### src/hw/rtl/i2cm_pkg.sv
`default_nettype none

package i2cm_pkg;

    // Command opcodes as they arrive in the input word.
    localparam logic [2:0] OP_START = 3'd0;
    localparam logic [2:0] OP_STOP  = 3'd1;
    localparam logic [2:0] OP_ACK   = 3'd2;
    localparam logic [2:0] OP_WAIT  = 3'd3;
    localparam logic [2:0] OP_WRITE = 3'd4;
    localparam logic [2:0] OP_READ  = 3'd5;

    // Reset value of the acknowledge wait limit.
    localparam logic [7:0] ACK_WAIT_RESET = 8'd200;

    // Last phase of a byte write: eight bits of three phases, then SCL low.
    localparam logic [4:0] WRITE_LAST_PHASE = 5'd24;
    // Last phase of a byte read: eight bits of two phases.
    localparam logic [4:0] READ_LAST_PHASE  = 5'd15;

    typedef struct packed {
        logic       cmd_valid;
        logic [2:0] opcode;
        logic [7:0] tx_byte;
        logic       ack_level;
        logic       sda_in;
    } i2cm_in_t;

    typedef struct packed {
        logic       scl_level;
        logic       sda_level;
        logic       sda_is_input;
        logic       busy_res;
        logic       done_res;
        logic [7:0] rx_byte;
        logic       ack_timeout;
    } i2cm_out_t;

endpackage

`default_nettype wire

### src/hw/rtl/i2cm_core.sv
`default_nettype none

module i2cm_core (
    input  wire logic               clk,
    input  wire logic               rst_n,
    input  wire logic               en,
    input  wire i2cm_pkg::i2cm_in_t word,
    input  wire logic               cfg_we,
    input  wire logic [7:0]         cfg_wdata,
    output i2cm_pkg::i2cm_out_t     result
);
    import i2cm_pkg::*;

    typedef enum logic [2:0] {
        CMD_IDLE,
        CMD_START,
        CMD_STOP,
        CMD_ACK,
        CMD_WAIT,
        CMD_WRITE,
        CMD_READ
    } cmd_t;

    cmd_t       cmd_reg, cmd_next;
    logic [4:0] phase_reg, phase_next;
    logic [1:0] sub_reg, sub_next;
    logic [7:0] tx_reg, tx_next;
    logic [7:0] rx_reg, rx_next;
    logic [7:0] wait_reg, wait_next;
    logic       scl_reg, scl_next;
    logic       sda_reg, sda_next;
    logic       rd_reg, rd_next;
    logic       timeout_reg, timeout_next;
    logic [7:0] limit_reg;
    logic       busy;
    logic       fin;
    logic       hold;

    // One tick: take a new command if idle, then run one phase of the active one.
    always_comb
    begin
        cmd_next     = cmd_reg;
        phase_next   = phase_reg;
        sub_next     = sub_reg;
        tx_next      = tx_reg;
        rx_next      = rx_reg;
        wait_next    = wait_reg;
        scl_next     = scl_reg;
        sda_next     = sda_reg;
        rd_next      = rd_reg;
        timeout_next = timeout_reg;
        fin          = 1'b0;
        hold         = 1'b0;

        if (cmd_reg == CMD_IDLE && word.cmd_valid)
        begin
            phase_next = '0;
            sub_next   = '0;
            unique case (word.opcode)
                OP_START: cmd_next = CMD_START;
                OP_STOP:  cmd_next = CMD_STOP;
                OP_ACK:
                begin
                    cmd_next = CMD_ACK;
                    tx_next  = {7'd0, word.ack_level};
                end
                OP_WAIT:
                begin
                    cmd_next     = CMD_WAIT;
                    wait_next    = '0;
                    timeout_next = 1'b0;
                    rd_next      = 1'b1;
                end
                OP_WRITE:
                begin
                    cmd_next = CMD_WRITE;
                    tx_next  = word.tx_byte;
                end
                OP_READ:
                begin
                    cmd_next = CMD_READ;
                    rx_next  = '0;
                    rd_next  = 1'b1;
                end
                default:
                begin
                    // Unused opcodes leave the sequencer idle.
                    phase_next = phase_reg;
                    sub_next   = sub_reg;
                end
            endcase
        end

        busy = (cmd_next != CMD_IDLE);

        unique case (cmd_next)
            CMD_START:
            begin
                if (phase_next == 5'd0)
                begin
                    sda_next = 1'b1;
                    scl_next = 1'b1;
                end
                else if (phase_next == 5'd1)
                    sda_next = 1'b0;
                else
                begin
                    scl_next = 1'b0;
                    fin      = 1'b1;
                end
            end
            CMD_STOP:
            begin
                if (phase_next == 5'd0)
                    sda_next = 1'b0;
                else if (phase_next == 5'd1)
                    scl_next = 1'b1;
                else
                begin
                    sda_next = 1'b1;
                    fin      = 1'b1;
                end
            end
            CMD_ACK:
            begin
                if (phase_next == 5'd0)
                    sda_next = tx_next[0];
                else if (phase_next == 5'd1)
                    scl_next = 1'b1;
                else
                begin
                    scl_next = 1'b0;
                    fin      = 1'b1;
                end
            end
            CMD_WAIT:
            begin
                if (phase_next == 5'd0)
                begin
                    if (!word.sda_in)
                        scl_next = 1'b1;
                    else if (wait_next >= limit_reg)
                    begin
                        timeout_next = 1'b1;
                        rd_next      = 1'b0;
                        fin          = 1'b1;
                    end
                    else
                    begin
                        wait_next = wait_next + 8'd1;
                        hold      = 1'b1;
                    end
                end
                else
                begin
                    scl_next = 1'b0;
                    rd_next  = 1'b0;
                    fin      = 1'b1;
                end
            end
            CMD_WRITE:
            begin
                if (phase_next >= WRITE_LAST_PHASE)
                begin
                    scl_next = 1'b0;
                    fin      = 1'b1;
                end
                else
                begin
                    unique case (sub_next)
                        2'd0: scl_next = 1'b0;
                        2'd1: sda_next = tx_next[7];
                        default:
                        begin
                            scl_next = 1'b1;
                            tx_next  = {tx_next[6:0], 1'b0};
                        end
                    endcase
                    sub_next = (sub_next == 2'd2) ? 2'd0 : sub_next + 2'd1;
                end
            end
            CMD_READ:
            begin
                if (!phase_next[0])
                    scl_next = 1'b1;
                else
                begin
                    rx_next  = {rx_next[6:0], word.sda_in};
                    scl_next = 1'b0;
                    if (phase_next >= READ_LAST_PHASE)
                    begin
                        rd_next = 1'b0;
                        fin     = 1'b1;
                    end
                end
            end
            default:
            begin
                hold = 1'b1;
            end
        endcase

        if (fin)
        begin
            cmd_next   = CMD_IDLE;
            phase_next = '0;
            sub_next   = '0;
        end
        else if (!hold)
            phase_next = phase_next + 5'd1;
    end

    always_comb
    begin
        result.scl_level    = scl_next;
        result.sda_level    = rd_next ? 1'b1 : sda_next;
        result.sda_is_input = rd_next;
        result.busy_res     = busy;
        result.done_res     = fin;
        result.rx_byte      = rx_next;
        result.ack_timeout  = timeout_next;
    end

    always_ff @(posedge clk or negedge rst_n)
    begin
        if (!rst_n)
        begin
            cmd_reg     <= CMD_IDLE;
            phase_reg   <= '0;
            sub_reg     <= '0;
            tx_reg      <= '0;
            rx_reg      <= '0;
            wait_reg    <= '0;
            scl_reg     <= 1'b1;
            sda_reg     <= 1'b1;
            rd_reg      <= 1'b0;
            timeout_reg <= 1'b0;
        end
        else if (en)
        begin
            cmd_reg     <= cmd_next;
            phase_reg   <= phase_next;
            sub_reg     <= sub_next;
            tx_reg      <= tx_next;
            rx_reg      <= rx_next;
            wait_reg    <= wait_next;
            scl_reg     <= scl_next;
            sda_reg     <= sda_next;
            rd_reg      <= rd_next;
            timeout_reg <= timeout_next;
        end
    end

    always_ff @(posedge clk or negedge rst_n)
    begin
        if (!rst_n)
            limit_reg <= ACK_WAIT_RESET;
        else if (cfg_we)
            limit_reg <= cfg_wdata;
    end

`ifndef SYNTHESIS
    // The phase counter is parked at zero whenever no command runs.
    assert property (@(posedge clk) disable iff (!rst_n)
        cmd_reg == CMD_IDLE |-> phase_reg == 5'd0 && sub_reg == 2'd0)
        else $error("phase counter not cleared while idle");

    // A write never runs past its final phase.
    assert property (@(posedge clk) disable iff (!rst_n)
        cmd_reg == CMD_WRITE |-> phase_reg <= WRITE_LAST_PHASE)
        else $error("write phase out of range");

    // SDA is only released for reading during wait ack or read.
    assert property (@(posedge clk) disable iff (!rst_n)
        rd_reg |-> cmd_reg == CMD_WAIT || cmd_reg == CMD_READ)
        else $error("SDA released outside a read or wait");

    // A completing tick always leaves the sequencer idle.
    assert property (@(posedge clk) disable iff (!rst_n)
        en && fin |=> cmd_reg == CMD_IDLE)
        else $error("command still active after done");
`endif

endmodule

`default_nettype wire

### src/hw/rtl/i2c_bit_level_master_top.sv
`default_nettype none

// Line-level I2C master. Every input word is one bit-time tick: it carries the
// sampled SDA level and, when cmd_valid is set, a command (start, stop, send
// ack or nack, wait for ack, write a byte MSB first, read a byte MSB first).
// Every accepted word yields exactly one output word with the SCL level, the
// SDA level (1 when released), the read-mode flag, busy and done, the receive
// shift register and the ack-timeout flag. Commands offered while a command is
// running, and opcodes 6 and 7, are ignored. The block takes one word per
// clock cycle when the output side does not stall; a word passes an input
// register and the sequencer logic into the output register, from which its
// result is taken. Output stall backs up through both registers to in_stall.
// The acknowledge wait limit (reset 200) is written through cfg_we and
// cfg_wdata and must only be changed while no word is in flight.
module i2c_bit_level_master_top (
    input  wire logic                clk,
    input  wire logic                rst_n,
    input  wire logic                in_valid,
    output logic                     in_stall,
    input  wire i2cm_pkg::i2cm_in_t  in_word,
    output logic                     out_valid,
    input  wire logic                out_stall,
    output i2cm_pkg::i2cm_out_t      out_word,
    input  wire logic                cfg_we,
    input  wire logic [7:0]          cfg_wdata
);
    import i2cm_pkg::*;

    logic      in_valid_reg;
    i2cm_in_t  in_word_reg;
    logic      out_valid_reg;
    i2cm_out_t out_word_reg;
    i2cm_out_t step_result;
    logic      move;

    // A word moves from the input register into the output register when the
    // output register is empty or is being taken in this cycle.
    assign move     = in_valid_reg && (!out_valid_reg || !out_stall);
    assign in_stall = in_valid_reg && !move;

    i2cm_core u_core (
        .clk       (clk),
        .rst_n     (rst_n),
        .en        (move),
        .word      (in_word_reg),
        .cfg_we    (cfg_we),
        .cfg_wdata (cfg_wdata),
        .result    (step_result)
    );

    always_ff @(posedge clk or negedge rst_n)
    begin
        if (!rst_n)
        begin
            in_valid_reg  <= 1'b0;
            out_valid_reg <= 1'b0;
        end
        else
        begin
            if (!in_stall)
                in_valid_reg <= in_valid;
            if (!out_valid_reg || !out_stall)
                out_valid_reg <= move;
        end
    end

    // Payload registers carry no reset.
    always_ff @(posedge clk)
    begin
        if (in_valid && !in_stall)
            in_word_reg <= in_word;
        if (move)
            out_word_reg <= step_result;
    end

    assign out_valid = out_valid_reg;
    assign out_word  = out_word_reg;

endmodule

`default_nettype wire
### config.mk
export PLATFORM = sky130hd
export DESIGN_NAME = i2c_bit_level_master_top
export DESIGN_NICKNAME = d
export VERILOG_FILES = /design/src/hw/rtl/i2cm_pkg.sv /design/src/hw/rtl/i2cm_core.sv /design/src/hw/rtl/i2c_bit_level_master_top.sv
export SDC_FILE = /design/constraint.sdc
export NUM_CORES = 1
export LEC_CHECK = 0
export BUFFER_PORTS_ARGS = -buffer_cell sky130_fd_sc_hd__buf_4
export CORE_MARGIN = 3
export CORE_UTILIZATION = 43
export CTS_CLUSTER_SIZE = 30
export DETAILED_ROUTE_END_ITERATION = 7
export GPL_ROUTABILITY_DRIVEN = 0
export PLACE_DENSITY_LB_ADDON = 0.08
export SETUP_SLACK_MARGIN = 0.1
export SLEW_MARGIN = 0
export SYNTH_ARGS = -nofsm -noshare
export SYNTH_HDL_FRONTEND = slang
export SYNTH_SLANG_ARGS = --single-unit
### constraint.sdc
create_clock -name clk -period 3.72 [get_ports clk]
set_input_delay 0.744 -clock clk [delete_from_list [all_inputs] [get_ports clk]]
set_output_delay 0.744 -clock clk [all_outputs]
set_load 0.02 [all_outputs]
* Word level (Yosys, flattened, before mapping) *
Index checks and enable logic that the tools add are counted.

cells by class
  $add $sub $neg = 3
  magnitude comparators = 3
  equality and inequality tests = 14
  muxes and demuxes = 75
  reductions and logical operators = 19

operators by type and width
  operator                                              number
  2-to-1 mux 8 bit                                      14
  2-to-1 mux 1 bit                                      41
  2-to-1 mux 5 bit                                      4
  one-hot mux 3 bit (6 select lines)                    1
  one-hot mux 8 bit (2 select lines)                    1
  equality test 3 bit (second input constant)           5
  equality test 3 x 2 -> 1 bit (second input constant)  4
  2-to-1 mux 2 bit                                      6
  adder 8 x 1 -> 8 bit (second input constant)          1
  >= comparator 8 bit                                   1
  one-hot mux 1 bit (4 select lines)                    2
  equality test 3 x 1 -> 1 bit (second input constant)  2
  zero test 3 bit                                       2
  2-to-1 mux 3 bit                                      2
  one-hot mux 1 bit (2 select lines)                    3
  one-hot mux 1 bit (6 select lines)                    1
  OR reduction 6 bit                                    1
  adder 5 x 1 -> 5 bit (second input constant)          1
  equality test 5 x 1 -> 1 bit (second input constant)  1
  >= comparator 5 x 4 -> 1 bit (second input constant)  1
  >= comparator 5 bit (second input constant)           1
  zero test 5 bit                                       1
  OR reduction 5 bit                                    1
  logical AND 1 bit                                     4
  other kinds (9)                                       13

word-level totals
  flip-flop bits (word level) = 76
  input port bits = 27
  output and inout bits = 16
  logic and storage cells = 139

* Logic depth before layout (Yosys ltp) *
Gate-level depths: netlist of run 1.

  depth after elaboration = 10
  mapped depth = 13

* Cells and area by module *
A second synthesis of run 1 with hierarchy kept.

second synthesis, totals
  cells, all modules = 423
  area total of the unflattened synthesis = 4230.3 µm²

modules (own cells, without submodules)
  module                    instances  cells each  area an instance (µm²)
  i2cm_core                 1          387         3296.9
  i2c_bit_level_master_top  1          36          933.4

* Worst setup path after synthesis of run 1 *
OpenSTA, ideal clock, no wires.

  kind = register -> register
  start = reg u_core.cmd_reg[0]
  end = reg u_core.wait_reg[5]
  arrival = 3.319 ns
  required time = 3.651 ns
  setup slack = 0.332 ns
  cell stages (with the launch flop) = 12
  path buffers = 1
  period minus slack after synthesis = 3.388 ns
  cell sequence = dfrtp_1 or4b_1 clkbuf_1 nor3_1 nor2_1 ha_1 a211oi_1 o21ai_0 a211oi_2 nand4_1 or4_1 nand3_1

between the ends
  longest elaborated chain between the ends = 8

ends and longest elaborated chain
  element                                                             RTL line                            source
  start: declaration                                                  i2cm_core.sv:24                     cmd_t cmd_reg, cmd_next;
  start signal: assignment                                            i2cm_core.sv:241                    cmd_reg <= cmd_next;
  zero test 3 bit                                                     i2cm_core.sv:55                     if (cmd_reg == CMD_IDLE && word.cmd_valid)
  logical AND 1 bit                                                   i2cm_core.sv:55
  2-to-1 mux 8 bit                                                    i2cm_core.sv:55
  adder 8 x 1 -> 8 bit / >= comparator 8 bit (equally long branches)  i2cm_core.sv:150, i2cm_core.sv:142
  2-to-1 mux 8 bit                                                    i2cm_core.sv:142                    else if (wait_next >= limit_reg)
  2-to-1 mux 8 bit                                                    i2cm_core.sv:140                    if (!word.sda_in)
  2-to-1 mux 8 bit                                                    i2cm_core.sv:138                    if (phase_next == 5'd0)
  2-to-1 mux 8 bit (*)                                                i2cm_core.sv:96                     unique case (cmd_next)
  end signal: assignment                                              i2cm_core.sv:246                    wait_reg <= wait_next;
  end: declaration                                                    i2cm_core.sv:29                     logic [7:0] wait_reg, wait_next;

Mark *: on every way between the ends. The rest lies on a longest branch, timed or not.
A chain may end at the register's enable or synchronous reset.

* Worst setup path after layout of run 1 *
  start = reg u_core.cmd_reg[2]
  end = reg u_core.wait_reg[5]

Same word-level chain as after synthesis.

==> flow_metrics.env, run 1 <==
export IMPL_total_power_uw=3250
export IMPL_start_kind="flip-flop"
export IMPL_drt_total_wl_mm=10.4
export IMPL_cts_made_buffers=9
export IMPL_final_setup_viol_count=0
export IMPL_rsz0062_at_grt="no"
export IMPL_worstSetupEndpointType="flip-flop"
export IMPL_dieWidth_um=107
export IMPL_ys_warn_count=0
export IMPL_drt_iter0_markers=165
export IMPL_insertion_delay_ps=360
export IMPL_htreeDepth=3
export IMPL_synth_cell_types=70
export IMPL_cp_arrival_ps=3650
export IMPL_route_detailed_drc=0
export IMPL_ios=43
export IMPL_ctsHoldBuffers=0
export IMPL_grt_pass1_wl_mm=17.5
export IMPL_yosysTopAreaCell="dfrtp_1"
export IMPL_fin_tns_setup_ps=0
export IMPL_cp_slowest_cell="or4b_4"
export IMPL_cts_sink_count=76
export IMPL_synthFlopType="dfrtp_1"
export IMPL_row_count=36
export IMPL_ys_ff_latch=76
export IMPL_critPathLaunch="u_core.cmd_reg[2]"
export IMPL_leakagePower_uw=0.00215
export IMPL_via_per_inst=5.53
export IMPL_reg2reg_from="u_core.cmd_reg[2]"
export IMPL_seqPwrFrac=0.383
export IMPL_clock_power_share=0.200
export IMPL_num_antenna_cells=0
export IMPL_syn_avg_cell_area_um2=9.39
export IMPL_min_period_ps=3350
export IMPL_routedWlPerCell_um=16.0
export IMPL_internal_power_uw=1930
export IMPL_clk_pin_slew_worst_paths_ps=90
export IMPL_die_area_um2=11500
export IMPL_cts_path_max_buffers=2
export IMPL_ant_nets=0
export IMPL_p_sw_uw=1320
export IMPL_nNetsFinal=551
export IMPL_synth_edff_count=28
export IMPL_max_freq_ghz=0.298
export IMPL_syn_num_nets=510
export IMPL_final_layout_size_suffix_gt1_frac=0.184
export IMPL_cts_root_buf="clkbuf_8"
export IMPL_antenna_found_initial=0
export IMPL_powerDensity_nw_per_um2=640
export IMPL_overflow=0
export IMPL_path_max_fanout=12
export IMPL_path_cells="or4b_4 > nor3_1 > nor2_1 > ha_1 > a211oi_1 > o21ai_0 > a211oi_2 > nand4_1 > or4_1 > nand3_1"
export IMPL_vias=3591
export IMPL_outcome="finished, final reports clean"
export IMPL_slowest_delay_ps=590
export IMPL_timing_final_crit_share=0.901
export IMPL_p_comb_frac=0.417
export IMPL_hold_violations=0
export IMPL_start_util=0.448
export IMPL_critPathRequiredTime_ps=4020
export IMPL_ys_async_sr_fraction=0.632
export IMPL_yosysTopAreaCellShare=0.244
export IMPL_track_usage=0.190
export IMPL_drv_slew=0
export IMPL_core_um2=9860
export IMPL_drt_first_pass_iters=4
export IMPL_dieHeight_um=107
export IMPL_peakVddDrop_uv=289
export IMPL_drv_cap=0
export IMPL_netlist_instances=470
export IMPL_relSlewSlack=0.557
export IMPL_ys_seq_area_frac=0.464
export IMPL_path_class="flip-flop to flip-flop"
export IMPL_grt_pass1_vias=3531
export IMPL_place_detailed_hpwl_mm=7.23
export IMPL_io_buffer_count=42
export IMPL_cts_tree="done"
export IMPL_hold_class="input port to async pin"
export IMPL_grt_start_max_net_pins=55
export IMPL_synth_cell_area_um2=4420
export IMPL_finClkSkew_ps=12.0
export IMPL_layout_area_overhead_vs_synth_pct=15.0
export IMPL_switching_share=0.405
export IMPL_worst_pin_slew_ps=661
export IMPL_synth_top_cells_by_area="dfrtp_1 (24%), edfxtp_1 (19%), nand2_1 (5.4%)"
-- cell usage after synthesis (3+ instances only) --
| cell type | count |
|---|---|
| nand2_1 | 63 |
| o21ai_0 | 44 |
| dfrtp_1 | 43 |
| nor2_1 | 32 |
| edfxtp_1 | 28 |
| inv_1 | 26 |
| a21oi_1 | 21 |
| nand3_1 | 15 |
| clkbuf_1 | 14 |
| mux2i_1 | 14 |
| ha_1 | 13 |
| and2_1 | 12 |
| a31oi_1 | 11 |
| nor2b_1 | 9 |
| nor3_1 | 9 |
| o31ai_1 | 9 |
| o22ai_1 | 6 |
| a21o_1 | 5 |
| buf_2 | 5 |
| dfstp_2 | 5 |
| nor4b_1 | 4 |
| nand2b_1 | 3 |
| nand3b_1 | 3 |
| o211ai_1 | 3 |
| o21a_1 | 3 |
| o32ai_1 | 3 |
| or3_1 | 3 |
| or4_1 | 3 |
-- worst max-delay path, delay by kind of cell, from the launching register on --
family / cells / cell delay (ps)
flops: 1 / 520
compound gates: 3 / 660
fa+ha+maj: 1 / 290
simple gates: 6 / 1810
-- worst paths after layout --
check                      slack (ps)             endpoint  cells after the start
min in group clk                  500            out_valid                      1
hold / removal                    400  u_core.limit_reg[4]                      1
setup / recovery                  370   u_core.wait_reg[5]                     10
setup reg to reg                  370   u_core.wait_reg[5]                     10
max in group asynchronous        2850    u_core.cmd_reg[1]                      1
hold reg to reg                   500            out_valid                      1
-- cell usage in the layout (no fill, tap or decap), types with 4 or more instances in the layout --
cell type / Yosys / final
dfstp_2: 5 / 5
nor4b_1: 4 / 4
a21oi_1: 21 / 21
edfxtp_1: 28 / 28
nor3_1: 9 / 9
o31ai_1: 9 / 9
o22ai_1: 6 / 6
ha_1: 13 / 13
buf_4: 2 / 55
o21ai_0: 44 / 44
and2_1: 12 / 12
nor2_1: 32 / 32
dfrtp_1: 43 / 42
inv_1: 26 / 26
mux2i_1: 14 / 14
nand3_1: 15 / 15
nor2b_1: 9 / 9
clkbuf_8: 0 / 9
nand2_1: 63 / 63
a31oi_1: 11 / 11
a21o_1: 5 / 5
-- repair_timing --
action                     in CTS  in global routing
setup endpoints to repair       0                  9
gates resized for setup         0                  2
buffers inserted                0                  0
-- through the flow --
step | utilization | worst slack (ps) | hold WS, ps | instance area (um2) | instances
4_1_cts | 0.514 | 246 | 433 | 5070 | 649
6_report | 0.515 | 369 | 401 | 5080 | 649
2_1_floorplan | - | 332 | 441 | 4420 | 470
5_1_grt | 0.515 | 121 | 464 | 5080 | 649
3_5_place_dp | 0.494 | 231 | 476 | 4870 | 633
3_3_place_gp | 0.494 | 384 | 465 | 4870 | 633
-- cells by family after synthesis --
group | count (synthesis) | share of synthesized area
muxes | 16 | 0.0368
DFF | 76 | 0.464
AOI/OAI and AO/OA | 135 | 0.201
and+or+nand+nor | 177 | 0.207
buffers and inverters | 51 | 0.0499
adders and majority gates | 13 | 0.0368
xor gates and xnor gates | 2 | 0.00397
-- power groups by stage --
stage / combinational (uW) / clock, uW / sequential, uW
after floorplan: 983 / 0 / 1230
after global placement: 1320 / 0 / 1250
after detailed placement: 1340 / 0 / 1250
after CTS: 1340 / 665 / 1240
after global routing: 1500 / 704 / 1280
final: 1360 / 649 / 1240
-- routing by layer --
layer | GRT usage | routed length [um] | share of wire
met1 | 0.268 | 4970 | 0.48
met2 | 0.299 | 4750 | 0.46
met3 | 0.0294 | 532 | 0.051
met4 | 0.0622 | 153 | 0.015
met5 | 0 | 0 | 0
-- cell type report --
| class | instances | area [um2] |
|---|---|---|
| clock buffer | 9 | 124 |
| sequential | 76 | 2050 |
| fill | 921 | 4790 |
| tap | 133 | 166 |
| clock inverter | 7 | 76.3 |
| inverter | 26 | 97.6 |
| multi-input combinational | 343 | 2150 |
| timing repair buffer | 55 | 413 |
Power figures use the tool's default switching activity.
==> run 2: changes to the inputs <==
--- a/config.mk
+++ b/config.mk
@@ -16,4 +16,5 @@
 export SLEW_MARGIN = 0
 export SYNTH_ARGS = -nofsm -noshare
 export SYNTH_HDL_FRONTEND = slang
+export SYNTH_HIERARCHICAL = 1
 export SYNTH_SLANG_ARGS = --single-unit
==> run 2 against run 1 <==
Effect of this change: sequential power decreased by 5%; sequential cell count did not move; synthesized area decreased by 4.2%; non-clock buffer count unchanged; sequential share of layout area up 1.7 points; critical path type unchanged; largest cell class is now registers.
==> flow_metrics.env, run 2 <==
export IMPL_outcome="finished, final reports clean"
export IMPL_leakagePower_uw=0.00207
export IMPL_drt_total_wl_mm=9.51
export IMPL_clk_pin_slew_worst_paths_ps=80
export IMPL_path_cells="nor4b_4 > nand2_1 > and2_1 > ha_1 > or4_1 > a21oi_1 > o31ai_2 > nor4_4 > buf_4 > nand2_2 > or3_1 > xor2_1"
export IMPL_synth_cell_area_um2=4230
export IMPL_timing_final_crit_share=0.903
export IMPL_holdWs_ps=413
export IMPL_route_detailed_drc=0
export IMPL_drv_cap=0
export IMPL_yosysMostFrequentCell="nand2_1"
export IMPL_routedWlPerCell_um=15.9
export IMPL_layout_area_overhead_vs_synth_pct=15.2
export IMPL_slowest_delay_ps=510
export IMPL_critPathRequiredTime_ps=3950
export IMPL_cts_root_buf="clkbuf_8"
export IMPL_cp_slowest_cell="or4_1"
export IMPL_cp_top_family="simple AND/OR/NAND/NOR gates"
export IMPL_worst_pin_slew_ps=1000
export IMPL_ys_ff_latch=76
export IMPL_final_cell_mix="nand2_1 (64), buf_4 (55), dfrtp_1 (43), edfxtp_1 (28), a21oi_1 (28)"
export IMPL_ys_async_sr_fraction=0.632
export IMPL_min_period_ps=3360
export IMPL_synth_top_cells_by_area="dfrtp_1 (25%), edfxtp_1 (20%), nand2_1 (5.7%)"
export IMPL_via_per_inst=5.51
export IMPL_fin_tns_setup_ps=0
export IMPL_dpl_cell_area_um2=4650
export IMPL_dieHeight_um=105
export IMPL_synthFlopType="dfrtp_1"
export IMPL_hold_class="input port to async pin"
export IMPL_cts_path_max_buffers=2
export IMPL_dp_cells=578
export IMPL_place_detailed_hpwl_mm=6.75
export IMPL_path_max_fanout=7
export IMPL_grt_pass1_wl_mm=15.7
export IMPL_syn_avg_cell_area_um2=10.0
export IMPL_htreeDepth=3
export IMPL_final_setup_worst_slack_ps=361
export IMPL_final_cells=597
export IMPL_cts_made_buffers=9
export IMPL_final_layout_size_suffix_gt1_frac=0.218
export IMPL_dieWidth_um=105
export IMPL_netlist_instances=423
export IMPL_max_freq_ghz=0.298
export IMPL_start_kind="flip-flop"
export IMPL_drv_slew=0
export IMPL_drt_iter0_markers=256
export IMPL_cts_tree="done"
export IMPL_antenna_found_initial=0
export IMPL_core_um2=9420
export IMPL_cp_arrival_ps=3590
export IMPL_overflow=0
export IMPL_path_class="flip-flop to flip-flop"
export IMPL_die_area_um2=11100
export IMPL_final_setup_viol_count=0
export IMPL_relSlewSlack=0.316
export IMPL_rsz0062_at_grt="no"
export IMPL_row_count=35
export IMPL_insertion_delay_ps=350
export IMPL_cts_sink_count=76
export IMPL_grt_pass1_vias=3053
export IMPL_synthTopCellsByCount="nand2_1 (64), dfrtp_1 (43), a21oi_1 (28), edfxtp_1 (28), o21ai_0 (25)"
export IMPL_powerDensity_nw_per_um2=607
export IMPL_place_ws_ps=340
export IMPL_final_area_um2=4870
export IMPL_ys_warn_count=6
export IMPL_ios=43
export IMPL_ant_nets=0
export IMPL_hold_violations=0
export IMPL_worstSetupEndpointType="flip-flop"
export IMPL_crit_buf_inv=1
export IMPL_synth_edff_count=28
export IMPL_vias=3288
export IMPL_finClkSkew_ps=7.59
export IMPL_drt_first_pass_iters=4
export IMPL_peakVddDrop_uv=231
export IMPL_start_util=0.449
export IMPL_io_buffer_count=42
export IMPL_num_antenna_cells=0
export IMPL_yosysTopAreaCellShare=0.254
export IMPL_nNetsFinal=503
export IMPL_syn_num_nets=463
export IMPL_track_usage=0.176
export IMPL_yosysTopAreaCell="dfrtp_1"
export IMPL_final_common_cell="nand2_1"
export IMPL_synth_cell_types=68
export IMPL_grt_start_max_net_pins=49
export IMPL_ys_seq_area_frac=0.484
==> run 2: final timing paths <==
path                                       end  slack [ps]          startpoint  cells after the start
setup / recovery            u_core/wait_reg[4]         360   u_core/cmd_reg[0]                     12
hold / removal             u_core/limit_reg[0]         410               rst_n                      1
setup reg to reg            u_core/wait_reg[4]         360   u_core/cmd_reg[0]                     12
hold reg to reg             u_core/timeout_reg         510  u_core/timeout_reg                      1
max in group asynchronous     u_core/tx_reg[3]        2880               rst_n                      1
min in group clk            u_core/timeout_reg         510  u_core/timeout_reg                      1
==> run 2: kinds of logic (layout without fill, tap and decap cells) <==
family          count (synthesis)  count (layout)  share of synthesized area
fa+ha+maj                      13              13                     0.0385
mux                            12              12                     0.0316
compound gates                113             113                      0.182
buf+inv                        50              95                     0.0550
flops                          76              76                      0.484
simple gates                  150             150                      0.190
xor+xnor                        9               9                     0.0186
==> run 2: layout make-up <==
cell class / instances / area [um2]
clock buffers: 10 / 128
clock inverters: 6 / 66.3
fillers: 871 / 4540
inverters: 24 / 90.1
multi-input cells: 297 / 1970
flip-flops and latches: 76 / 2050
well taps: 129 / 161
repair buffers: 55 / 413
==> run 2: through the flow <==
step	util	power [uW]
floorplan	-	2050
global placement	0.494	2310
detailed placement	0.494	2320
CTS	0.515	2970
global route	0.517	3160
finish	0.517	2960
==> run 2: report_power, final <==
group	switching, uW	total, uW	internal (uW)
clock network	306	616	310
logic	692	1160	472
registers	123	1180	1050
==> run 2: per-layer routing <==
metal | vias up | routed length (um) | GRT usage
li1 | 1599 | - | -
met3 | 9 | 566 | 0.0352
met1 | 1585 | 4670 | 0.262
met5 | - | 0 | 0
met2 | 95 | 4170 | 0.260
met4 | 0 | 101 | 0.0515
==> run 2: repair_timing <==
item                                    in CTS  in global routing
hold buffers                                 0                  0
buffers inserted                             0                  3
endpoints found under the hold margin        0                  0
endpoints found under the setup margin       0                  3
resized for setup                            0                  1
==> run 3: changes to the inputs <==
--- a/config.mk
+++ b/config.mk
@@ -7,11 +7,10 @@
 export LEC_CHECK = 0
 export BUFFER_PORTS_ARGS = -buffer_cell sky130_fd_sc_hd__buf_4
 export CORE_MARGIN = 3
-export CORE_UTILIZATION = 43
+export CORE_UTILIZATION = 45
 export CTS_CLUSTER_SIZE = 30
 export DETAILED_ROUTE_END_ITERATION = 7
 export GPL_ROUTABILITY_DRIVEN = 0
-export PLACE_DENSITY_LB_ADDON = 0.08
 export SETUP_SLACK_MARGIN = 0.1
 export SLEW_MARGIN = 0
 export SYNTH_ARGS = -nofsm -noshare
==> run 3 against run 2 <==
Effect of this change: register-to-register slack lost 90 ps; final area decreased by 1.1%; core utilization increased by 2.2 points; clock power decreased by 11%; highest routed layer unchanged; clock-buffer cell count did not move; die area decreased by 4.2%; largest power group unchanged; sequential share of layout area increased by 0.48 points; sequential power about the same; maximum frequency shrank 2.6%; clock skew grew 1.9 ps.
==> flow_metrics.env, run 3 (synthesized netlist as in run 2, its figures left out) <==
export IMPL_grt_pass1_vias=3103
export IMPL_fin_tns_setup_ps=0
export IMPL_drt_first_pass_iters=4
export IMPL_peakVddDrop_uv=246
export IMPL_place_detailed_hpwl_mm=7.00
export IMPL_ant_nets=0
export IMPL_cp_slowest_cell="dfrtp_1"
export IMPL_drv_slew=0
export IMPL_insertion_delay_ps=350
export IMPL_hold_violations=0
export IMPL_ios=43
export IMPL_worst_r2r_setup_slack_ps=270
export IMPL_grt_start_max_net_pins=49
export IMPL_nNetsFinal=501
export IMPL_powerDensity_nw_per_um2=601
export IMPL_critPathRequiredTime_ps=3960
export IMPL_reg2reg_from="u_core/cmd_reg[1]"
export IMPL_rsz0062_at_grt="no"
export IMPL_reg2reg_depth=12
export IMPL_slowest_delay_ps=500
export IMPL_start_util=0.474
export IMPL_cp_arrival_ps=3690
export IMPL_outcome="finished, final reports clean"
export IMPL_leakagePower_uw=0.00205
export IMPL_io_buffer_count=42
export IMPL_via_per_inst=5.74
export IMPL_path_cells="nor4b_4 > and2_1 > nor2_1 > ha_1 > or4_1 > a21oi_1 > o31ai_2 > nor4_4 > buf_4 > nand2_2 > or3_1 > xor2_1"
export IMPL_antenna_found_initial=0
export IMPL_cts_made_buffers=9
export IMPL_htreeDepth=3
export IMPL_cts_sink_count=76
export IMPL_drv_cap=0
export IMPL_hold_class="input port to async pin"
export IMPL_holdWs_ps=404
export IMPL_core_um2=8930
export IMPL_final_cell_mix="nand2_1 (63), buf_4 (53), dfrtp_1 (43), edfxtp_1 (28), a21oi_1 (28)"
export IMPL_grt_pass1_wl_mm=15.8
export IMPL_timing_final_crit_share=0.927
export IMPL_num_antenna_cells=0
export IMPL_start_kind="flip-flop"
export IMPL_final_common_cell="nand2_1"
export IMPL_clk_pin_slew_worst_paths_ps=80
export IMPL_min_period_ps=3450
export IMPL_max_freq_ghz=0.290
export IMPL_route_detailed_drc=0
export IMPL_final_layout_size_suffix_gt1_frac=0.221
export IMPL_dieHeight_um=103
export IMPL_row_count=34
export IMPL_path_max_fanout=10
export IMPL_vias=3292
export IMPL_regToRegEndpoint="u_core/wait_reg[4]"
export IMPL_path_class="flip-flop to flip-flop"
export IMPL_routedWlPerCell_um=16.8
export IMPL_total_power_uw=2900
export IMPL_worstSetupEndpointType="flip-flop"
export IMPL_cts_root_buf="clkbuf_8"
export IMPL_cts_path_max_buffers=2
export IMPL_worst_pin_slew_ps=970
export IMPL_layout_area_overhead_vs_synth_pct=13.9
export IMPL_die_area_um2=10600
export IMPL_cts_tree="done"
export IMPL_overflow=0
export IMPL_drt_total_wl_mm=9.63
export IMPL_relSlewSlack=0.336
export IMPL_drt_iter0_markers=182
export IMPL_dieWidth_um=103
export IMPL_finClkSkew_ps=9.47
export IMPL_track_usage=0.193
export IMPL_final_setup_viol_count=0
run 3: cell count changes in the layout (fill, tap and decap cells not counted), sizes merged:
cell      previous run  this run
buf                 55        53
bufinv               1         0
clkinv               2         3
clkinvlp             3         2
inv                 24        25
run 3: worst max-delay path by stage:
stage | from | end | slack (ps) | cells past startpoint
floorplan | u_core/cmd_reg[1] | u_core/wait_reg[4] | 560 | 13
global placement | u_core/cmd_reg[1] | u_core/sub_reg[0] | 330 | 11
detailed placement | u_core/cmd_reg[1] | u_core/sub_reg[0] | 260 | 11
CTS | u_core/cmd_reg[1] | u_core/sub_reg[0] | 260 | 11
global route | u_core/cmd_reg[1] | u_core/wait_reg[4] | 110 | 12
finish | u_core/cmd_reg[1] | u_core/wait_reg[4] | 270 | 12
run 3: worst max-delay path: cells and delay by family (launching register included):
kind | cells | cell delay [ps]
flip-flops | 1 | 500
adder cells (fa/ha/maj) | 1 | 220
AND/OR/NAND/NOR | 7 | 2000
AO/OA/AOI/OAI | 2 | 290
XOR/XNOR | 1 | 150
buffers and inverters | 1 | 180
run 3: metrics by stage:
| step | cell area (um2) | std cells | worst slack (ps) | utilization |
|---|---|---|---|---|
| 2_1_floorplan | 4230 | 423 | 558 | - |
| 3_3_place_gp | 4620 | 556 | 328 | 0.517 |
| 3_5_place_dp | 4620 | 556 | 259 | 0.517 |
| 4_1_cts | 4780 | 572 | 258 | 0.535 |
| 5_1_grt | 4820 | 574 | 115 | 0.539 |
| 6_report | 4820 | 574 | 271 | 0.539 |
run 3: where the power goes:
group | switching, uW | internal [uW] | total, uW
Clock | 309 | 241 | 550
Sequential | 137 | 1050 | 1190
Combinational | 678 | 478 | 1160
Total | 1120 | 1770 | 2900
run 3: final cells by class:
cell class | instances | area [um2]
fill | 799 | 4120
sequential | 76 | 2050
multi-input combinational | 297 | 1980
timing repair buffer | 53 | 398
tap | 108 | 135
clock buffer | 10 | 128
inverter | 24 | 90.1
clock inverter | 6 | 38.8
run 3: what timing repair did:
item / CTS / global route
setup endpoints to repair: 0 / 14
setup buffers: 0 / 2
resized for setup: 0 / 4
hold buffers: 0 / 0
run 3: layer usage:
metal / share of wire / up-vias / global-route usage
met5: 0 / - / 0
met2: 0.45 / 68 / 0.287
met3: 0.047 / 8 / 0.0359
li1: - / 1602 / -
met1: 0.49 / 1614 / 0.284
met4: 0.013 / 0 / 0.0647
